## config.mk

```make
export PLATFORM = sky130hd
export DESIGN_NAME = profile_threshold_crossing_core
export DESIGN_NICKNAME = d
export VERILOG_FILES = /design/src/design/ptc_pkg.sv /design/src/design/profile_threshold_crossing_core.sv /design/src/design/ptc_front.sv /design/src/design/ptc_fifo.sv /design/src/design/ptc_back.sv
export VERILOG_INCLUDE_DIRS = /design/src /design/src/design
export SDC_FILE = /design/constraint.sdc
export NUM_CORES = 2
export LEC_CHECK = 0
export BUFFER_PORTS_ARGS = -buffer_cell sky130_fd_sc_hd__buf_2
export CORE_MARGIN = 2
export CORE_UTILIZATION = 58
export CTS_CLUSTER_SIZE = 28
export DETAILED_ROUTE_END_ITERATION = 7
export PLACE_DENSITY_LB_ADDON = 0.12
export RECOVER_POWER = 100
export SLEW_MARGIN = 20
export SYNTH_ARGS = -nofsm -noshare
export SYNTH_HDL_FRONTEND = slang
export SYNTH_SLANG_ARGS = --single-unit
export TNS_END_PERCENT = 50
```

## constraint.sdc

```tcl
create_clock -name clk -period 11.8 [get_ports clk]
set_input_delay 2.36 -clock clk [delete_from_list [all_inputs] [get_ports clk]]
set_output_delay 2.36 -clock clk [all_outputs]
set_load 0.03 [all_outputs]
```

## src/design/profile_threshold_crossing_core_macros.svh

```systemverilog
// assertion macros for the threshold crossing design
`ifndef PROFILE_THRESHOLD_CROSSING_CORE_MACROS_SVH
`define PROFILE_THRESHOLD_CROSSING_CORE_MACROS_SVH

// same-cycle implication, off while in reset
`define PTC_ASSERT_IMPL(lbl, clk, rstn, ante, cons) \
	lbl: assert property (@(posedge clk) disable iff (!(rstn)) (ante) |-> (cons)) \
		else $error("ptc same-cycle check failed");

// next-cycle implication, off while in reset
`define PTC_ASSERT_NEXT(lbl, clk, rstn, ante, cons) \
	lbl: assert property (@(posedge clk) disable iff (!(rstn)) (ante) |=> (cons)) \
		else $error("ptc next-cycle check failed");

`endif

```

## src/design/ptc_pkg.sv

```systemverilog
// shared types and constants for the threshold crossing design
`timescale 1ns / 1ps
`default_nettype none
package ptc_pkg;

	localparam int unsigned DEPTH_W = 1;
	localparam int unsigned STEPS = 33;
	localparam int unsigned CNT_W = 6;
	localparam logic [30:0] THR_RESET = 31'd177603;

	// one finished scan handed from front to back
	typedef struct packed {
		logic               found;
		logic signed [31:0] ly;
		logic signed [31:0] ry;
		logic signed [32:0] ld;
		logic signed [32:0] rd;
		logic        [30:0] thr;
	} ptc_job_t;

	typedef enum logic [1:0] {
		BK_IDLE,
		BK_RUN,
		BK_DONE
	} ptc_bk_state_t;

	localparam logic CFG_REF = 1'b0;
	localparam logic CFG_THR = 1'b1;

endpackage
`default_nettype wire

```

## src/design/profile_threshold_crossing_core.sv

```systemverilog
// Threshold crossing finder over a (yield, chi2) scan with linear interpolation.
// The front takes one point per clock with no stall of its own: it keeps the running
// minimum and the first upward crossing pair after it. On the point marked last it
// puts the finished scan into a two-entry queue and starts a fresh scan at once.
// The back interpolates one scan at a time with a shift-and-subtract multiply-divide
// unit: it loads a scan, runs 33 steps and hands off, skipping the steps when no crossing
// was found or the pair is flat. Input ready drops only while the queue holds two
// scans, which happens when scans arrive faster than the back finishes them or when
// the output side holds off results. Registers are
// written through cfg_wr_en/cfg_index/cfg_wdata; index 0 is reference_chi2, index 1
// is delta_threshold (low 31 bits of cfg_wdata).
`timescale 1ns / 1ps
`default_nettype none
module profile_threshold_crossing_core (
	input  wire logic        clk,
	input  wire logic        arst_n,
	input  wire logic        s_axis_tvalid,
	output logic             s_axis_tready,
	input  wire logic [63:0] s_axis_tdata,  // point_yield [31:0], point_chi2 [63:32]
	input  wire logic        s_axis_tlast,  // last_point
	output logic             m_axis_tvalid,
	input  wire logic        m_axis_tready,
	output logic [31:0]      m_axis_tdata,  // crossing_yield [31:0]
	output logic             m_axis_tuser,  // found [0]
	input  wire logic        cfg_wr_en,
	input  wire logic        cfg_index,
	input  wire logic [31:0] cfg_wdata
);
	import ptc_pkg::*;

	logic [31:0]        reference_chi2_q;
	logic [30:0]        delta_threshold_q;
	logic               in_fire;
	ptc_job_t           push_job;
	ptc_job_t           head;
	logic               push;
	logic               pop;
	logic               empty;
	logic               full;
	logic signed [31:0] out_yield;

	always_ff @(posedge clk or negedge arst_n) begin
		if (!arst_n) begin
			reference_chi2_q <= '0;
			delta_threshold_q <= THR_RESET;
		end else if (cfg_wr_en) begin
			unique case (cfg_index)
				CFG_REF: reference_chi2_q <= cfg_wdata;
				CFG_THR: delta_threshold_q <= cfg_wdata[30:0];
				default: reference_chi2_q <= reference_chi2_q;
			endcase
		end
	end

	assign s_axis_tready = !full;
	assign in_fire = s_axis_tvalid && s_axis_tready;

	ptc_front u_front (
		.clk             (clk),
		.arst_n          (arst_n),
		.in_fire         (in_fire),
		.point_yield     ($signed(s_axis_tdata[31:0])),
		.point_chi2      (s_axis_tdata[63:32]),
		.last_point      (s_axis_tlast),
		.reference_chi2  (reference_chi2_q),
		.delta_threshold (delta_threshold_q),
		.job             (push_job),
		.job_push        (push)
	);

	ptc_fifo u_fifo (
		.clk      (clk),
		.arst_n   (arst_n),
		.push     (push),
		.push_job (push_job),
		.pop      (pop),
		.head     (head),
		.empty    (empty),
		.full     (full)
	);

	ptc_back u_back (
		.clk       (clk),
		.arst_n    (arst_n),
		.head      (head),
		.empty     (empty),
		.pop       (pop),
		.out_valid (m_axis_tvalid),
		.out_ready (m_axis_tready),
		.out_found (m_axis_tuser),
		.out_yield (out_yield)
	);

	assign m_axis_tdata = out_yield;

endmodule
`default_nettype wire

```

## src/design/ptc_front.sv

```systemverilog
// front part: per-point minimum tracking and crossing pair capture
`timescale 1ns / 1ps
`default_nettype none
module ptc_front (
	input  wire logic                  clk,
	input  wire logic                  arst_n,
	input  wire logic                  in_fire,
	input  wire logic signed [31:0]    point_yield,
	input  wire logic        [31:0]    point_chi2,
	input  wire logic                  last_point,
	input  wire logic        [31:0]    reference_chi2,
	input  wire logic        [30:0]    delta_threshold,
	output ptc_pkg::ptc_job_t          job,
	output logic                       job_push
);
	import ptc_pkg::*;

	logic               have_prev_q;
	logic signed [31:0] prev_yield_q;
	logic        [31:0] prev_chi2_q;
	logic        [31:0] min_chi2_q;
	logic               have_cand_q;
	logic signed [31:0] cand_ly_q;
	logic signed [31:0] cand_ry_q;
	logic signed [32:0] cand_ld_q;
	logic signed [32:0] cand_rd_q;

	logic               lower;
	logic               capture;
	logic signed [32:0] ld;
	logic signed [32:0] rd;
	logic signed [32:0] thr;
	logic               nxt_have_cand;
	ptc_job_t           nxt;

	always_comb begin
		ld = $signed({1'b0, prev_chi2_q}) - $signed({1'b0, reference_chi2});
		rd = $signed({1'b0, point_chi2}) - $signed({1'b0, reference_chi2});
		thr = $signed({2'b00, delta_threshold});
		lower = !have_prev_q || (point_chi2 < min_chi2_q);
		capture = !lower && !have_cand_q && (ld <= thr) && (rd >= thr);
		nxt_have_cand = lower ? 1'b0 : (have_cand_q || capture);
		nxt.found = nxt_have_cand;
		nxt.ly = capture ? prev_yield_q : cand_ly_q;
		nxt.ry = capture ? point_yield : cand_ry_q;
		nxt.ld = capture ? ld : cand_ld_q;
		nxt.rd = capture ? rd : cand_rd_q;
		nxt.thr = delta_threshold;
	end

	assign job = nxt;
	assign job_push = in_fire && last_point;

	always_ff @(posedge clk or negedge arst_n) begin
		if (!arst_n) begin
			have_prev_q <= 1'b0;
			have_cand_q <= 1'b0;
		end else if (in_fire) begin
			have_prev_q <= !last_point;
			have_cand_q <= last_point ? 1'b0 : nxt_have_cand;
		end
	end

	always_ff @(posedge clk) begin
		if (in_fire) begin
			prev_yield_q <= point_yield;
			prev_chi2_q <= point_chi2;
			if (lower) begin
				min_chi2_q <= point_chi2;
			end
			cand_ly_q <= nxt.ly;
			cand_ry_q <= nxt.ry;
			cand_ld_q <= nxt.ld;
			cand_rd_q <= nxt.rd;
		end
	end

endmodule
`default_nettype wire

```

## src/design/ptc_fifo.sv

```systemverilog
// two-entry queue of finished scans between front and back
`timescale 1ns / 1ps
`default_nettype none
module ptc_fifo (
	input  wire logic              clk,
	input  wire logic              arst_n,
	input  wire logic              push,
	input  wire ptc_pkg::ptc_job_t push_job,
	input  wire logic              pop,
	output ptc_pkg::ptc_job_t      head,
	output logic                   empty,
	output logic                   full
);
	import ptc_pkg::*;

	localparam int unsigned ENTRIES = 2 ** DEPTH_W;

	ptc_job_t             slot_q [ENTRIES];
	logic [DEPTH_W-1:0]   wr_ptr_q;
	logic [DEPTH_W-1:0]   rd_ptr_q;
	logic [DEPTH_W:0]     count_q;

	assign empty = (count_q == '0);
	assign full = (count_q == (DEPTH_W+1)'(ENTRIES));
	assign head = slot_q[rd_ptr_q];

	always_ff @(posedge clk or negedge arst_n) begin
		if (!arst_n) begin
			wr_ptr_q <= '0;
			rd_ptr_q <= '0;
			count_q <= '0;
		end else begin
			if (push) begin
				wr_ptr_q <= wr_ptr_q + 1'b1;
			end
			if (pop) begin
				rd_ptr_q <= rd_ptr_q + 1'b1;
			end
			unique case ({push, pop})
				2'b10:   count_q <= count_q + 1'b1;
				2'b01:   count_q <= count_q - 1'b1;
				default: count_q <= count_q;
			endcase
		end
	end

	always_ff @(posedge clk) begin
		if (push) begin
			slot_q[wr_ptr_q] <= push_job;
		end
	end

endmodule
`default_nettype wire

```

## src/design/ptc_back.sv

```systemverilog
// back part: serial multiply-divide interpolation and output register
`timescale 1ns / 1ps
`default_nettype none
`include "profile_threshold_crossing_core_macros.svh"
module ptc_back (
	input  wire logic              clk,
	input  wire logic              arst_n,
	input  wire ptc_pkg::ptc_job_t head,
	input  wire logic              empty,
	output logic                   pop,
	output logic                   out_valid,
	input  wire logic              out_ready,
	output logic                   out_found,
	output logic signed [31:0]     out_yield
);
	import ptc_pkg::*;

	ptc_bk_state_t      state_q;
	ptc_bk_state_t      state_nxt;
	logic               load_out;

	logic [CNT_W-1:0]   cnt_q;
	logic [32:0]        num_q;
	logic [32:0]        den_q;
	logic [32:0]        mag_q;
	logic [32:0]        r_q;
	logic [32:0]        q_q;
	logic               neg_q;
	logic               found_q;
	logic signed [31:0] base_q;

	logic               out_valid_q;
	logic               out_found_q;
	logic signed [31:0] out_yield_q;

	logic signed [33:0] num_w;
	logic signed [33:0] den_w;
	logic signed [32:0] step_w;
	logic [32:0]        mag_w;
	logic [34:0]        t_w;
	logic [34:0]        t1_w;
	logic [34:0]        t2_w;
	logic [32:0]        r_nxt;
	logic [1:0]         k_w;
	logic [31:0]        res_w;

	// operands of the interpolation
	always_comb begin
		num_w = $signed({3'b000, head.thr}) - $signed({head.ld[32], head.ld});
		den_w = $signed({head.rd[32], head.rd}) - $signed({head.ld[32], head.ld});
		step_w = $signed({head.ry[31], head.ry}) - $signed({head.ly[31], head.ly});
		mag_w = step_w[32] ? 33'(-step_w) : 33'(step_w);
	end

	// one step: t = 2r + bit*num, then at most two subtracts of den
	always_comb begin
		t_w = {1'b0, r_q, 1'b0} + (mag_q[32] ? {2'b00, num_q} : 35'd0);
		t1_w = t_w - {2'b00, den_q};
		t2_w = t_w - {1'b0, den_q, 1'b0};
		priority if (t_w >= {1'b0, den_q, 1'b0}) begin
			k_w = 2'd2;
			r_nxt = t2_w[32:0];
		end else if (t_w >= {2'b00, den_q}) begin
			k_w = 2'd1;
			r_nxt = t1_w[32:0];
		end else begin
			k_w = 2'd0;
			r_nxt = t_w[32:0];
		end
		res_w = neg_q ? (32'(base_q) - q_q[31:0]) : (32'(base_q) + q_q[31:0]);
	end

	always_comb begin
		state_nxt = state_q;
		unique case (state_q)
			BK_IDLE: begin
				if (!empty) begin
					state_nxt = (head.found && den_w != '0) ? BK_RUN : BK_DONE;
				end
			end
			BK_RUN: begin
				if (cnt_q == CNT_W'(1)) begin
					state_nxt = BK_DONE;
				end
			end
			BK_DONE: begin
				if (!out_valid_q || out_ready) begin
					state_nxt = BK_IDLE;
				end
			end
			default: state_nxt = BK_IDLE;
		endcase
	end

	always_comb begin
		pop = 1'b0;
		load_out = 1'b0;
		unique case (state_q)
			BK_IDLE: pop = !empty;
			BK_RUN:  pop = 1'b0;
			BK_DONE: load_out = !out_valid_q || out_ready;
			default: pop = 1'b0;
		endcase
	end

	always_ff @(posedge clk or negedge arst_n) begin
		if (!arst_n) begin
			state_q <= BK_IDLE;
			out_valid_q <= 1'b0;
		end else begin
			state_q <= state_nxt;
			if (load_out) begin
				out_valid_q <= 1'b1;
			end else if (out_ready) begin
				out_valid_q <= 1'b0;
			end
		end
	end

	always_ff @(posedge clk) begin
		if (pop) begin
			num_q <= num_w[32:0];
			den_q <= den_w[32:0];
			mag_q <= mag_w;
			neg_q <= head.found && den_w != '0 && step_w[32];
			found_q <= head.found;
			r_q <= '0;
			q_q <= '0;
			cnt_q <= CNT_W'(STEPS);
			// not found reports zero, flat denominator reports the right yield
			base_q <= !head.found ? 32'sd0 : ((den_w == '0) ? head.ry : head.ly);
		end else if (state_q == BK_RUN) begin
			mag_q <= {mag_q[31:0], 1'b0};
			r_q <= r_nxt;
			q_q <= {q_q[31:0], 1'b0} + {31'd0, k_w};
			cnt_q <= cnt_q - 1'b1;
		end
	end

	always_ff @(posedge clk) begin
		if (load_out) begin
			out_found_q <= found_q;
			out_yield_q <= res_w;
		end
	end

	assign out_valid = out_valid_q;
	assign out_found = out_found_q;
	assign out_yield = out_yield_q;

	`PTC_ASSERT_IMPL(a_rem_below_den, clk, arst_n, state_q == BK_RUN, r_q < den_q)
	`PTC_ASSERT_NEXT(a_run_ends, clk, arst_n, state_q == BK_RUN && cnt_q == CNT_W'(1),
		state_q == BK_DONE)
	`PTC_ASSERT_IMPL(a_nf_zero, clk, arst_n, load_out && !found_q, res_w == '0)
	`PTC_ASSERT_IMPL(a_pop_idle, clk, arst_n, state_q != BK_IDLE, !pop)

endmodule
`default_nettype wire

```

==> impl_metrics.env <==
export IMPL_mostFrequentLayoutCells="716 x edfxtp_1, 389 x ha_1, 283 x o21ai_0"
export IMPL_postCtsSetupRepairBufs=0
export IMPL_final_area_um2=55700
export IMPL_track_usage_pct=27.2
export IMPL_drc=0
export IMPL_clock_sink_count=859
export IMPL_dieArea_um2=90300
export IMPL_synth_edf_count=716
export IMPL_root_buffer="clkbuf_16"
export IMPL_dpl_cell_area_um2=52800
export IMPL_ys_flop_type="edfxtp_1"
export IMPL_rsz0062_at_grt="no"
export IMPL_cts_tree="built"
export IMPL_rows=108
export IMPL_cp_end_kind="flip-flop"
export IMPL_fp_dieH_um=300
export IMPL_status="finished with violations"
export IMPL_final_setup_tns_ps=0
export IMPL_multi_input_area_um2=24600
export IMPL_setup_viol=0
export IMPL_num_fill_cells=6925
export IMPL_max_slew_margin_pct=-205
export IMPL_synth_area_top_cells="edfxtp_1 42%, ha_1 9.5%, mux2_2 5.3%"
export IMPL_cts_resized=0
export IMPL_worstSetupStartpoint="u_fifo.rd_ptr_q"
export IMPL_drive_gt1_share_pct=8.08
export IMPL_timing_final_ws_setup_ps=1590
export IMPL_final_util_pct=64.1
export IMPL_core_area_um2=86900
export IMPL_syn_to_final_growth_pct=9.20
export IMPL_min_path_type="flip-flop to flip-flop"
export IMPL_routedWlPerCell_um=20.9
export IMPL_cts_max_level=3
export IMPL_diodes=0
export IMPL_num_vias=35900
export IMPL_yosys_area_top_type="edfxtp_1"
export IMPL_worstPathArrival_ps=10550
export IMPL_clk_pin_slew_ps=60
export IMPL_ys_seq_area_share_pct=48.5
export IMPL_grt_ovfl_total=0
export IMPL_syn_cell_area_um2=51000
export IMPL_grt_pass1_wl_um=191000
export IMPL_dp_slack_ps=3260
export IMPL_numCtsBuffers=89
export IMPL_drt_first_pass_iters=6
export IMPL_syn_area_per_cell_um2=11.1
export IMPL_place_congestion=0.939
export IMPL_hold_buffers=0
export IMPL_failed_checks="capacitance limit, slew limit"
export IMPL_hold_violations=0
export IMPL_synth_top_area_share_pct=42.2
export IMPL_r2r_start="u_fifo.rd_ptr_q"
export IMPL_crit_top_cell="mux2i_1"
export IMPL_nets=5179
export IMPL_ant_nets=0
export IMPL_slowest_delay_ps=1880
export IMPL_final_common_cell="edfxtp_1"
export IMPL_grt_pass1_vias=34000
export IMPL_clock_latency_ps=690
export IMPL_grt_max_degree=163
export IMPL_start_kind="flip-flop"
export IMPL_skew_ps=41.0
export IMPL_min_from="u_back.found_q"
export IMPL_io_buffers=137
export IMPL_max_slew_worst_pin_slew_ps=4570
export IMPL_start_util_pct=58.7
export IMPL_critical_path_peak_fanout=47
export IMPL_clock_fmax_mhz=97.9
export IMPL_viasPerCell=6.07
export IMPL_grt_antenna_before_repair=2
export IMPL_dp_hpwl_um=90400
export IMPL_ys_ff_latch=859
export IMPL_critPathKind="flip-flop to flip-flop"
export IMPL_finalCritPeriodShare_pct=86.5
export IMPL_drt_iter0_markers=2970
export IMPL_synth_cell_types=91
export IMPL_die_w_um=300
export IMPL_wirelength_um=123000
export IMPL_synth_nets=5086
export IMPL_layout_min_cycle_time_ps=10210
export IMPL_pin_count=138
export IMPL_register_area_um2=24700
export IMPL_netlist_instances=4585
export IMPL_drv_slew=984
export IMPL_max_cap_violations=16
export IMPL_crit_chain="clkbuf_1 > mux2i_1 > ha_1 > nor2b_1 > o21a_1 > o211ai_1 > a21oi_1 > a211oi_1 > mux2i_1 > nor4_1 > nand4_1 > and4b_1 > and3_2 > o21ai_0"
export IMPL_crit_required_ps=12140
export IMPL_ctsLongestPathBuffers=3
export IMPL_crit_path_top_delay_cell="dfrtp_1"
export IMPL_synth_warnings=0
export IMPL_synth_async_reset_ratio_pct=8.38
## final cells by class
type                            instances  area share [%]
Timing Repair Buffer                  168            1.36
Inverter                              265            1.80
Clock buffer                          112            4.21
Tap cell                             1155            2.60
Multi-Input combinational cell       3295            44.2
Clock inverter                         56            1.39
Sequential cell                       859            44.4
## layer usage
layer	global-route usage [%]	routed length (um)	part of all wire [%]	up-vias
li1	-	-	-	17400
met1	42.3	60600	49	17300
met2	39.2	51800	42	1053
met3	4.42	8300	6.7	157
met4	7.35	2730	2.2	0
met5	0	0	0	-
## cell families after synthesis
logic type / after synthesis / share of synthesized area, %
xor+xnor: 323 / 5.55
simple gates: 1022 / 9.84
buf+inv: 431 / 3.27
mux: 345 / 7.39
compound gates: 1207 / 15.5
flops: 859 / 48.5
fa+ha+maj: 398 / 9.90
## path summary, 6_finish.rpt
path / endpoint / slack [ps] / cells after the start
hold reg to reg: u_back.out_found / 440 / 0
setup reg to reg: u_back.base_q[0] / 1590 / 14
max in group asynchronous: u_back.out_valid / 6100 / 2
hold / removal: u_back.out_found / 440 / 0
setup / recovery: u_back.base_q[0] / 1590 / 14
min in group asynchronous: reference_chi2_q[3] / 1680 / 1
## synthesized netlist by cell type, types with 54 or more instances
master / number
a21o_1: 166
a21oi_1: 281
clkbuf_1: 119
dfrtp_1: 62
dfxtp_1: 71
edfxtp_1: 716
ha_1: 389
inv_1: 264
mux2_2: 242
mux2i_1: 95
nand2_1: 265
nand3_1: 102
nand4_1: 54
nor2_1: 243
nor3_1: 72
o21a_1: 57
o21ai_0: 282
xnor2_1: 214
xor2_1: 109
## per-stage QoR
step	hold slack (ps)	instances
6_report	436	5910
3_3_place_gp	403	5742
5_1_grt	448	5910
2_1_floorplan	400	4585
3_5_place_dp	428	5742
4_1_cts	443	5910
## critical path, delay by kind of cell, from the launching register on
family / cells / cell delay [ps]
AO/OA/AOI/OAI: 5 / 1890
adder cells (fa/ha/maj): 1 / 480
buffers and inverters: 1 / 1480
flip-flops: 1 / 1880
multiplexers: 2 / 830
AND/OR/NAND/NOR: 5 / 3230
## state kept, by name, indices dropped and copies added (netlist names), 6 cells and up
name                  cells
u_front.cand_rd_q        33
reference_chi2_q         32
u_fifo.slot_q           324
u_front.cand_ry_q        32
u_front.cand_ly_q        32
u_back.cnt_q              6
u_front.cand_ld_q        33
u_front.prev_yield_q     32
u_back.base_q            32
u_front.prev_chi2_q      32
u_back.r_q               33
u_back.mag_q             33
u_back.q_q               32
u_back.out_yield         32
u_front.min_chi2_q       32
u_back.den_q             33
u_back.num_q             33
delta_threshold_q        31
Power is not shown: default switching activity piles up to over one toggle a cycle in this logic, so the estimate is an artifact.
